**config.mk**
```make
export PLATFORM = sky130hd
export DESIGN_NAME = multi_pin_pwm_port_expander
export DESIGN_NICKNAME = d
export VERILOG_FILES = /design/src/hdl/mpwm_pkg.sv /design/src/hdl/multi_pin_pwm_port_expander.sv /design/src/hdl/mpwm_table.sv /design/src/hdl/mpwm_ctrl.sv
export SDC_FILE = /design/constraint.sdc
export NUM_CORES = 2
export LEC_CHECK = 0
export BUFFER_PORTS_ARGS = -buffer_cell sky130_fd_sc_hd__buf_2
export CORE_MARGIN = 3
export CORE_UTILIZATION = 31
export DETAILED_ROUTE_END_ITERATION = 16
export PLACE_DENSITY = 0.51
export SLEW_MARGIN = 20
export SYNTH_ARGS = -nofsm -noshare
export SYNTH_HDL_FRONTEND = slang
export SYNTH_SLANG_ARGS = --single-unit
```
**constraint.sdc**
```tcl
create_clock -name clk_i -period 6.3 [get_ports clk_i]
set_clock_uncertainty 0.2 [all_clocks]
set_input_delay 1.26 -clock clk_i [delete_from_list [all_inputs] [get_ports clk_i]]
set_output_delay 1.26 -clock clk_i [all_outputs]
set_load 0.02 [all_outputs]
```
**src/hdl/mpwm_pkg.sv**
```systemverilog
// ----------------------------------------------------------------------------
// mpwm_pkg
// Shared types and constants of the multi-pin pwm port expander: item kinds,
// the item and result records and the stream field layout.
// ----------------------------------------------------------------------------
package mpwm_pkg;

  localparam int PIN_W     = 5;
  localparam int PCMP_W    = PIN_W + 1;
  localparam int FIELD_W   = 16;
  localparam int WORD_W    = 32;
  localparam int MODE_W    = 2;

  // input tdata layout, lowest bit first: pin, level, duty, period
  localparam int IN_DATA_W  = 40;
  localparam int IN_PIN_LO  = 0;
  localparam int IN_LVL_LO  = IN_PIN_LO + PIN_W;
  localparam int IN_DUTY_LO = IN_LVL_LO + 1;
  localparam int IN_PER_LO  = IN_DUTY_LO + FIELD_W;
  localparam int IN_USED_W  = IN_PER_LO + FIELD_W;

  // output tdata layout, lowest bit first: port_word, pin_level
  localparam int OUT_DATA_W = 40;
  localparam int OUT_USED_W = WORD_W + 1;

  typedef enum logic [MODE_W-1:0] {
    MODE_TICK  = 2'd0,
    MODE_WRITE = 2'd1,
    MODE_SET   = 2'd2
  } mode_e;

  typedef struct packed {
    mode_e              mode;
    logic [PIN_W-1:0]   pin;
    logic               level;
    logic [FIELD_W-1:0] duty;
    logic [FIELD_W-1:0] period;
  } item_t;

  typedef struct packed {
    logic [WORD_W-1:0] port_word;
    logic              pin_level;
  } res_t;

endpackage

```
**src/hdl/multi_pin_pwm_port_expander.sv**
```systemverilog
// ----------------------------------------------------------------------------
// multi_pin_pwm_port_expander
// A tick walks the per-pin table from acceptance on, one entry per cycle
// through its single read port with the write-back in the cycle after the
// read. A pin write, a pwm setting or an unused kind goes straight from
// idle to the response state. Each transaction in yields one
// transaction out carrying the whole port word and the addressed pin's level;
// the output register lets the next transaction in be taken while a result
// still waits. The table needs no clearing after reset.
// ----------------------------------------------------------------------------
module multi_pin_pwm_port_expander import mpwm_pkg::*; #(
  parameter int PIN_COUNT  = 32,
  parameter int TICK_WIDTH = 16
) (
  input  logic                  clk_i,
  input  logic                  rst_ni,
  input  logic                  s_axis_tvalid,
  output logic                  s_axis_tready,
  input  logic [IN_DATA_W-1:0]  s_axis_tdata,   // pin[4:0], level, duty[15:0], period[15:0]
  input  logic [MODE_W-1:0]     s_axis_tuser,   // mode[1:0]
  output logic                  m_axis_tvalid,
  input  logic                  m_axis_tready,
  output logic [OUT_DATA_W-1:0] m_axis_tdata    // port_word[31:0], pin_level
);

  localparam int AW = (PIN_COUNT > 1) ? $clog2(PIN_COUNT) : 1;
  localparam int EW = 3 * TICK_WIDTH;

  item_t          item;
  res_t           res;
  logic           res_valid;
  logic           res_ready;
  logic           tbl_wr_en;
  logic [AW-1:0]  tbl_wr_addr;
  logic [EW-1:0]  tbl_wr_data;
  logic           tbl_rd_en;
  logic [AW-1:0]  tbl_rd_addr;
  logic [EW-1:0]  tbl_rd_data;
  logic           out_vld_q;
  res_t           out_q;

  assign item.mode   = mode_e'(s_axis_tuser);
  assign item.pin    = s_axis_tdata[IN_PIN_LO +: PIN_W];
  assign item.level  = s_axis_tdata[IN_LVL_LO];
  assign item.duty   = s_axis_tdata[IN_DUTY_LO +: FIELD_W];
  assign item.period = s_axis_tdata[IN_PER_LO +: FIELD_W];

  mpwm_ctrl #(
    .PIN_COUNT  (PIN_COUNT),
    .TICK_WIDTH (TICK_WIDTH)
  ) u_ctrl (
    .clk_i         (clk_i),
    .rst_ni        (rst_ni),
    .item_valid_i  (s_axis_tvalid),
    .item_ready_o  (s_axis_tready),
    .item_i        (item),
    .res_valid_o   (res_valid),
    .res_ready_i   (res_ready),
    .res_o         (res),
    .tbl_wr_en_o   (tbl_wr_en),
    .tbl_wr_addr_o (tbl_wr_addr),
    .tbl_wr_data_o (tbl_wr_data),
    .tbl_rd_en_o   (tbl_rd_en),
    .tbl_rd_addr_o (tbl_rd_addr),
    .tbl_rd_data_i (tbl_rd_data)
  );

  mpwm_table #(
    .DEPTH (PIN_COUNT),
    .WIDTH (EW)
  ) u_table (
    .clk_i     (clk_i),
    .rst_ni    (rst_ni),
    .wr_en_i   (tbl_wr_en),
    .wr_addr_i (tbl_wr_addr),
    .wr_data_i (tbl_wr_data),
    .rd_en_i   (tbl_rd_en),
    .rd_addr_i (tbl_rd_addr),
    .rd_data_o (tbl_rd_data)
  );

  // output register: free when empty or being drained this cycle
  assign res_ready = !out_vld_q || m_axis_tready;

  always_ff @(posedge clk_i or negedge rst_ni) begin
    if (!rst_ni) begin
      out_vld_q <= 1'b0;
    end else if (res_ready) begin
      out_vld_q <= res_valid;
    end
  end

  always_ff @(posedge clk_i) begin
    if (res_ready && res_valid) begin
      out_q <= res;
    end
  end

  assign m_axis_tvalid = out_vld_q;
  assign m_axis_tdata  = {{(OUT_DATA_W - OUT_USED_W){1'b0}}, out_q.pin_level, out_q.port_word};

endmodule

```
**src/hdl/mpwm_table.sv**
```systemverilog
// ----------------------------------------------------------------------------
// mpwm_table
// Per-pin pwm table: one write port, one read port with registered data.
// An entry never written reads as zero through its valid bit.
// ----------------------------------------------------------------------------
module mpwm_table #(
  parameter int DEPTH = 32,
  parameter int WIDTH = 48,
  localparam int AW   = (DEPTH > 1) ? $clog2(DEPTH) : 1
) (
  input  logic             clk_i,
  input  logic             rst_ni,
  input  logic             wr_en_i,
  input  logic [AW-1:0]    wr_addr_i,
  input  logic [WIDTH-1:0] wr_data_i,
  input  logic             rd_en_i,
  input  logic [AW-1:0]    rd_addr_i,
  output logic [WIDTH-1:0] rd_data_o
);

  logic [WIDTH-1:0] mem [DEPTH];
  logic [DEPTH-1:0] valid_q;
  logic [WIDTH-1:0] rd_data_q;
  logic             rd_vld_q;

  always_ff @(posedge clk_i) begin
    if (wr_en_i) begin
      mem[wr_addr_i] <= wr_data_i;
    end
    if (rd_en_i) begin
      rd_data_q <= mem[rd_addr_i];
    end
  end

  always_ff @(posedge clk_i or negedge rst_ni) begin
    if (!rst_ni) begin
      valid_q  <= '0;
      rd_vld_q <= 1'b0;
    end else begin
      if (wr_en_i) begin
        valid_q[wr_addr_i] <= 1'b1;
      end
      if (rd_en_i) begin
        rd_vld_q <= valid_q[rd_addr_i];
      end
    end
  end

  assign rd_data_o = rd_vld_q ? rd_data_q : '0;

endmodule

```
**src/hdl/mpwm_ctrl.sv**
```systemverilog
// ----------------------------------------------------------------------------
// mpwm_ctrl
// Item sequencer: holds the port word, applies writes and settings, and on a
// tick walks the pin table with a read, update and write-back pipeline.
// ----------------------------------------------------------------------------
module mpwm_ctrl import mpwm_pkg::*; #(
  parameter int PIN_COUNT  = 32,
  parameter int TICK_WIDTH = 16,
  localparam int AW        = (PIN_COUNT > 1) ? $clog2(PIN_COUNT) : 1,
  localparam int EW        = 3 * TICK_WIDTH
) (
  input  logic          clk_i,
  input  logic          rst_ni,
  input  logic          item_valid_i,
  output logic          item_ready_o,
  input  item_t         item_i,
  output logic          res_valid_o,
  input  logic          res_ready_i,
  output res_t          res_o,
  output logic          tbl_wr_en_o,
  output logic [AW-1:0] tbl_wr_addr_o,
  output logic [EW-1:0] tbl_wr_data_o,
  output logic          tbl_rd_en_o,
  output logic [AW-1:0] tbl_rd_addr_o,
  input  logic [EW-1:0] tbl_rd_data_i
);

  localparam int CW = $clog2(PIN_COUNT + 1);

  typedef enum logic [2:0] {
    ST_IDLE = 3'b001,
    ST_TICK = 3'b010,
    ST_RESP = 3'b100
  } state_e;

  state_e                 state_q, state_d;
  logic [PIN_COUNT-1:0]   port_q, port_d;
  logic [PIN_W-1:0]       pin_q, pin_d;
  logic [CW-1:0]          iss_q, iss_d;
  logic                   proc_vld_q;
  logic [AW-1:0]          proc_addr_q;

  logic                   accept;
  logic                   pin_ok;
  logic [AW-1:0]          pin_addr;
  logic                   iss_done;
  logic [TICK_WIDTH-1:0]  r_duty, r_per, r_cnt, new_cnt;
  logic                   cur_bit;
  logic                   proc_wr;
  logic [WORD_W-1:0]      word;

  assign item_ready_o = (state_q == ST_IDLE);
  assign accept       = item_valid_i && item_ready_o;
  assign pin_ok       = ({1'b0, item_i.pin} < PCMP_W'(PIN_COUNT));
  assign pin_addr     = item_i.pin[AW-1:0];
  assign iss_done     = (iss_q == CW'(PIN_COUNT));

  // one table read per cycle while walking; the data comes back in the following cycle
  assign tbl_rd_en_o   = (state_q == ST_TICK) && !iss_done;
  assign tbl_rd_addr_o = iss_q[AW-1:0];

  assign {r_duty, r_per, r_cnt} = tbl_rd_data_i;
  assign cur_bit = port_q[proc_addr_q];
  assign proc_wr = proc_vld_q && (r_duty != '0);

  always_comb begin
    if (r_cnt != '0) begin
      new_cnt = r_cnt - 1'b1;
    end else if (cur_bit) begin
      new_cnt = (r_per > r_duty) ? (r_per - r_duty) : '0;
    end else begin
      new_cnt = r_duty;
    end
  end

  // walk writes and setting writes never coincide: one is in tick, one in idle
  always_comb begin
    tbl_wr_en_o   = 1'b0;
    tbl_wr_addr_o = proc_addr_q;
    tbl_wr_data_o = {r_duty, r_per, new_cnt};
    if (proc_wr) begin
      tbl_wr_en_o = 1'b1;
    end else if (accept && (item_i.mode == MODE_SET) && pin_ok) begin
      tbl_wr_en_o   = 1'b1;
      tbl_wr_addr_o = pin_addr;
      tbl_wr_data_o = {TICK_WIDTH'(item_i.duty), TICK_WIDTH'(item_i.period),
                       {TICK_WIDTH{1'b0}}};
    end
  end

  always_comb begin
    state_d = state_q;
    port_d  = port_q;
    pin_d   = pin_q;
    iss_d   = iss_q;
    if (proc_wr && (r_cnt == '0)) begin
      port_d[proc_addr_q] = !cur_bit;
    end
    case (state_q)
      ST_IDLE: begin
        if (accept) begin
          pin_d = item_i.pin;
          case (item_i.mode)
            MODE_TICK: begin
              iss_d   = '0;
              state_d = ST_TICK;
            end
            MODE_WRITE: begin
              if (pin_ok) begin
                port_d[pin_addr] = item_i.level;
              end
              state_d = ST_RESP;
            end
            default: begin
              state_d = ST_RESP;
            end
          endcase
        end
      end
      ST_TICK: begin
        if (!iss_done) begin
          iss_d = iss_q + 1'b1;
        end else if (!proc_vld_q) begin
          state_d = ST_RESP;
        end
      end
      ST_RESP: begin
        if (res_ready_i) begin
          state_d = ST_IDLE;
        end
      end
      default: begin
        state_d = ST_IDLE;
      end
    endcase
  end

  always_ff @(posedge clk_i or negedge rst_ni) begin
    if (!rst_ni) begin
      state_q     <= ST_IDLE;
      port_q      <= '0;
      pin_q       <= '0;
      iss_q       <= '0;
      proc_vld_q  <= 1'b0;
      proc_addr_q <= '0;
    end else begin
      state_q     <= state_d;
      port_q      <= port_d;
      pin_q       <= pin_d;
      iss_q       <= iss_d;
      proc_vld_q  <= tbl_rd_en_o;
      proc_addr_q <= tbl_rd_addr_o;
    end
  end

  assign word            = WORD_W'(port_q);
  assign res_valid_o     = (state_q == ST_RESP);
  assign res_o.port_word = word;
  assign res_o.pin_level = word[pin_q];

endmodule
```
==> run metrics <==
outcome=finished clean; biggest fanout along the worst timing path=42; Setup Fix Bufs, Post-CTS=0; maximum clock frequency=193.0 MHz; arrival time reported for the critical path endpoint=5620 ps; clock-pin slew on the worst setup and hold paths=60 ps; Pre-antenna DRT Iters=5; FFs w/ async S/R, synth=5.050%; post-cts gate resize count=0; sequential cell area=50730 µm²; aggregate negative setup slack=0 ps; number of buffers added to fix hold violations after cts=0; portion of synthesized cell area occupied by the leading cell type=71.79%; I/O Buffers=78; number of top-level pins=88; GRT overflow=0; average cell area after synthesis=21.74 µm²; violation count after the first detailed-routing iteration=3560; final clock period utilization by the worst path=82.24%; total count of hold-check failures in the final report=0; Yosys cell types=75; post-synthesis cell type with the largest combined area=sky130_fd_sc_hd__edfxtp_1; post-synthesis sequential element count=1703; max capacitance violation total=0; max-slew headroom at the worst pin=21.35%; remaining routing DRC violations=0; GR Util All Layers=15.99%; Total Die Area=223800 µm²; footprint of the multi-input gates=16560 µm²; Post-synth top flop=sky130_fd_sc_hd__edfxtp_1; cell leakage power=24.14 nW; worst IR drop on VDD=0.0002716 V; die height=473.1 µm; antenna viol nets, final=0; clock tree from TritonCTS=built; initial antenna violation count=9; depth of the worst register-to-register path=8; Routed Wire Length=180500 µm; cell count after synthesis=3112; sequential fraction of the synthesis area=74.97%; category of the critical setup timing path=flop to flop; Layout Nets=3392; clock root buffer=sky130_fd_sc_hd__clkbuf_16; vias in the first global route=33190; Final setup violation count=0; worst min path class=primary input to async pin; via density per instance=5.188; largest net degree at the start of global routing=130; global-route wire length before repair=256000 µm; Clk Latency, worst-skew pair=830 ps; measured slew at the worst slew-check pin=1164 ps; # clock sinks=1703; top cells by area in the synthesized netlist=sky130_fd_sc_hd__edfxtp_1, sky130_fd_sc_hd__mux4_2, sky130_fd_sc_hd__dfrtp_1; placer congestion estimate=0.8057; final critical delay including setup and external delays=5181 ps; layout overhead on the synthesized area=15.98%; maximum clock insertion buffer count=3; Wirelength per Cell=28.58 µm; row cnt=170; Core Box Area=215700 µm²; endpoint class of the critical path=flop; areal power density over the cells=400.4 nW/µm²; number of max-slew violations in the final report=0; overall die width=473.1 µm; effective utilization at floorplan=31.36%; Critical Path Source Type=flop; number of CTS-inserted buffers=179; mapped cell area=67640 µm²; number of vias after detailed routing=32770; RSZ-0062 raised after global routing=false; final standard cell utilization of the core=36.37%; Yosys Warn Count=0; CP required=6740 ps; fraction of final layout cells sized beyond drive strength 1=33.08%; Detail Placement HPWL=95500 µm; number of flops mapped to enable cells by yosys=1617; Filler cells=19680; H-Tree Depth=4
[final cells by class]
| class | count | share of cell area (%) |
|---|---|---|
| repair buffers | 202 | 2.214 |
| inverters | 15 | 0.07177 |
| clock inverters | 115 | 1.455 |
| clock buffers | 215 | 5.947 |
| well taps | 2838 | 4.526 |
| multi-input cells | 1226 | 21.11 |
| flip-flops and latches | 1703 | 64.67 |
| diodes | 2 | 0.006379 |
[where the power goes]
| group | total (mW) | leakage [nW] | switching (mW) | internal, mW |
|---|---|---|---|---|
| logic | 6.78 | 5.52 | 3.79 | 2.99 |
| clock network | 10.4 | 2.84 | 4.51 | 5.90 |
| registers | 14.2 | 15.8 | 0.368 | 13.9 |
[metal layers]
layer  up-vias  global-route usage (%)  share of wire, %
li1      13500                       -                 -
met1     17960                   23.93                46
met2      1076                   24.55                46
met3       225                   2.399               5.5
met4         0                   3.827               2.0
met5         -                       0                 0
[placed cells by master, fill, tap and decap left out, types with 8 or more instances in the layout]
cell | synthesis | routed
sky130_fd_sc_hd__a21o_1 | 8 | 8
sky130_fd_sc_hd__a21oi_1 | 21 | 19
sky130_fd_sc_hd__a221oi_2 | 0 | 8
sky130_fd_sc_hd__a31oi_1 | 15 | 15
sky130_fd_sc_hd__and2_1 | 23 | 23
sky130_fd_sc_hd__buf_12 | 0 | 33
sky130_fd_sc_hd__buf_2 | 34 | 77
sky130_fd_sc_hd__buf_4 | 10 | 92
sky130_fd_sc_hd__bufinv_16 | 0 | 14
sky130_fd_sc_hd__clkbuf_1 | 103 | 32
sky130_fd_sc_hd__clkbuf_16 | 0 | 180
sky130_fd_sc_hd__clkinv_1 | 0 | 46
sky130_fd_sc_hd__clkinv_2 | 0 | 36
sky130_fd_sc_hd__dfrtp_1 | 85 | 79
sky130_fd_sc_hd__edfxtp_1 | 1617 | 1617
sky130_fd_sc_hd__ha_1 | 18 | 18
sky130_fd_sc_hd__inv_1 | 15 | 15
sky130_fd_sc_hd__mux2_1 | 18 | 18
sky130_fd_sc_hd__mux2_2 | 87 | 87
sky130_fd_sc_hd__mux2i_1 | 34 | 34
sky130_fd_sc_hd__mux4_2 | 500 | 500
sky130_fd_sc_hd__nand2_1 | 108 | 107
sky130_fd_sc_hd__nand2b_1 | 8 | 8
sky130_fd_sc_hd__nand3_1 | 10 | 10
sky130_fd_sc_hd__nand4_1 | 10 | 10
sky130_fd_sc_hd__nor2_1 | 113 | 80
sky130_fd_sc_hd__nor2_4 | 0 | 32
sky130_fd_sc_hd__nor3_1 | 14 | 13
sky130_fd_sc_hd__o21ai_0 | 46 | 29
sky130_fd_sc_hd__o21ai_1 | 7 | 20
sky130_fd_sc_hd__or2_1 | 8 | 8
sky130_fd_sc_hd__or2_2 | 28 | 28
sky130_fd_sc_hd__or3_1 | 9 | 9
sky130_fd_sc_hd__xnor2_1 | 9 | 9
sky130_fd_sc_hd__xor2_1 | 10 | 10
[stage by stage]
stage                     instance area [µm²]  setup WS [ps]  hold slack [ps]  total power [mW]  std cells
after floorplan                         67670           1192            151.9             19.12       3118
after CTS                               78400           1240            226.8             31.78       6313
after global routing                    78450          981.6            261.7             32.71       6315
after detailed placement                72600           1263            245.9             21.34       5983
final                                   78450           1119            251.4             31.41       6316
after global placement                  72590           1257            242.2             21.27       5983
[cell families (layout without fill, tap and decap cells)]
kind of cell | after synthesis | after routing | synth area share (%)
AOI/OAI and AO/OA | 164 | 164 | 1.595
xor gates and xnor gates | 19 | 19 | 0.2460
adders and majority gates | 19 | 19 | 0.3626
buffers and inverters | 189 | 547 | 1.167
DFF | 1703 | 1703 | 74.97
muxes | 639 | 639 | 18.90
other | 1 | 9 | 0.005544
and+or+nand+nor | 378 | 378 | 2.754
[registers in the layout (all words and copies together) (netlist names), 3 cells and up]
name	cells
u_table.mem	1536
u_ctrl.pin_q	5
u_ctrl.iss_q	6
u_ctrl.port_q	32
u_table.valid_q	32
u_table.rd_data_q	48
u_ctrl.proc_addr_q	5
m_axis_tdata	33
u_ctrl.state_q	3
[critical path: stages, from the launching register on]
cell and delay [ps]:
sky130_fd_sc_hd__edfxtp_1 450, sky130_fd_sc_hd__nor4_1 530, sky130_fd_sc_hd__a41oi_1 610, sky130_fd_sc_hd__nor4b_4 960, sky130_fd_sc_hd__buf_4 530, sky130_fd_sc_hd__buf_4 670
sky130_fd_sc_hd__nand2_1 100, sky130_fd_sc_hd__o21ai_1 500, sky130_fd_sc_hd__buf_4 370
[synthesized netlist by cell type (3+ instances only)]
cell and n:
sky130_fd_sc_hd__nand2b_1 8, sky130_fd_sc_hd__mux2_2 87, sky130_fd_sc_hd__or2_2 28, sky130_fd_sc_hd__a211oi_1 6, sky130_fd_sc_hd__mux2_1 18, sky130_fd_sc_hd__xor2_1 10, sky130_fd_sc_hd__a21oi_1 21, sky130_fd_sc_hd__o311ai_0 3
sky130_fd_sc_hd__a21o_1 8, sky130_fd_sc_hd__clkbuf_1 103, sky130_fd_sc_hd__nand4_1 10, sky130_fd_sc_hd__and2_1 23, sky130_fd_sc_hd__nor3_1 14, sky130_fd_sc_hd__a2111oi_0 4, sky130_fd_sc_hd__dfrtp_1 85, sky130_fd_sc_hd__o21a_1 4
sky130_fd_sc_hd__inv_1 15, sky130_fd_sc_hd__a221oi_1 9, sky130_fd_sc_hd__o211ai_1 5, sky130_fd_sc_hd__xnor2_1 9, sky130_fd_sc_hd__o22ai_1 3, sky130_fd_sc_hd__nand2_1 108, sky130_fd_sc_hd__buf_4 10, sky130_fd_sc_hd__a31oi_1 15
sky130_fd_sc_hd__nor2b_1 7, sky130_fd_sc_hd__mux2i_1 34, sky130_fd_sc_hd__nor3b_1 3, sky130_fd_sc_hd__or3b_2 3, sky130_fd_sc_hd__nand3b_1 7, sky130_fd_sc_hd__and3_1 6, sky130_fd_sc_hd__or3_1 9, sky130_fd_sc_hd__buf_1 27
sky130_fd_sc_hd__mux4_2 500, sky130_fd_sc_hd__o21ai_1 7, sky130_fd_sc_hd__a21oi_2 5, sky130_fd_sc_hd__nor4_1 7, sky130_fd_sc_hd__nor2_1 113, sky130_fd_sc_hd__ha_1 18, sky130_fd_sc_hd__edfxtp_1 1617, sky130_fd_sc_hd__a22oi_1 6
sky130_fd_sc_hd__or2_1 8, sky130_fd_sc_hd__nand3_1 10, sky130_fd_sc_hd__o21ai_0 46, sky130_fd_sc_hd__buf_2 34
[worst paths after layout]
path	startpoint	endpoint	slack (ps)
max	u_table.rd_data_q[44]	u_table.mem[15][36]	1120
min	rst_ni	u_ctrl.port_q[3]	250
max reg2reg	u_table.rd_data_q[44]	u_table.mem[15][36]	1120
min reg2reg	u_table.valid_q[20]	u_table.valid_q[20]	260
max in group asynchronous	rst_ni	u_table.rd_vld_q	4600
min in group clk_i	u_table.valid_q[20]	u_table.valid_q[20]	260
Power figures use the tool's default switching activity.
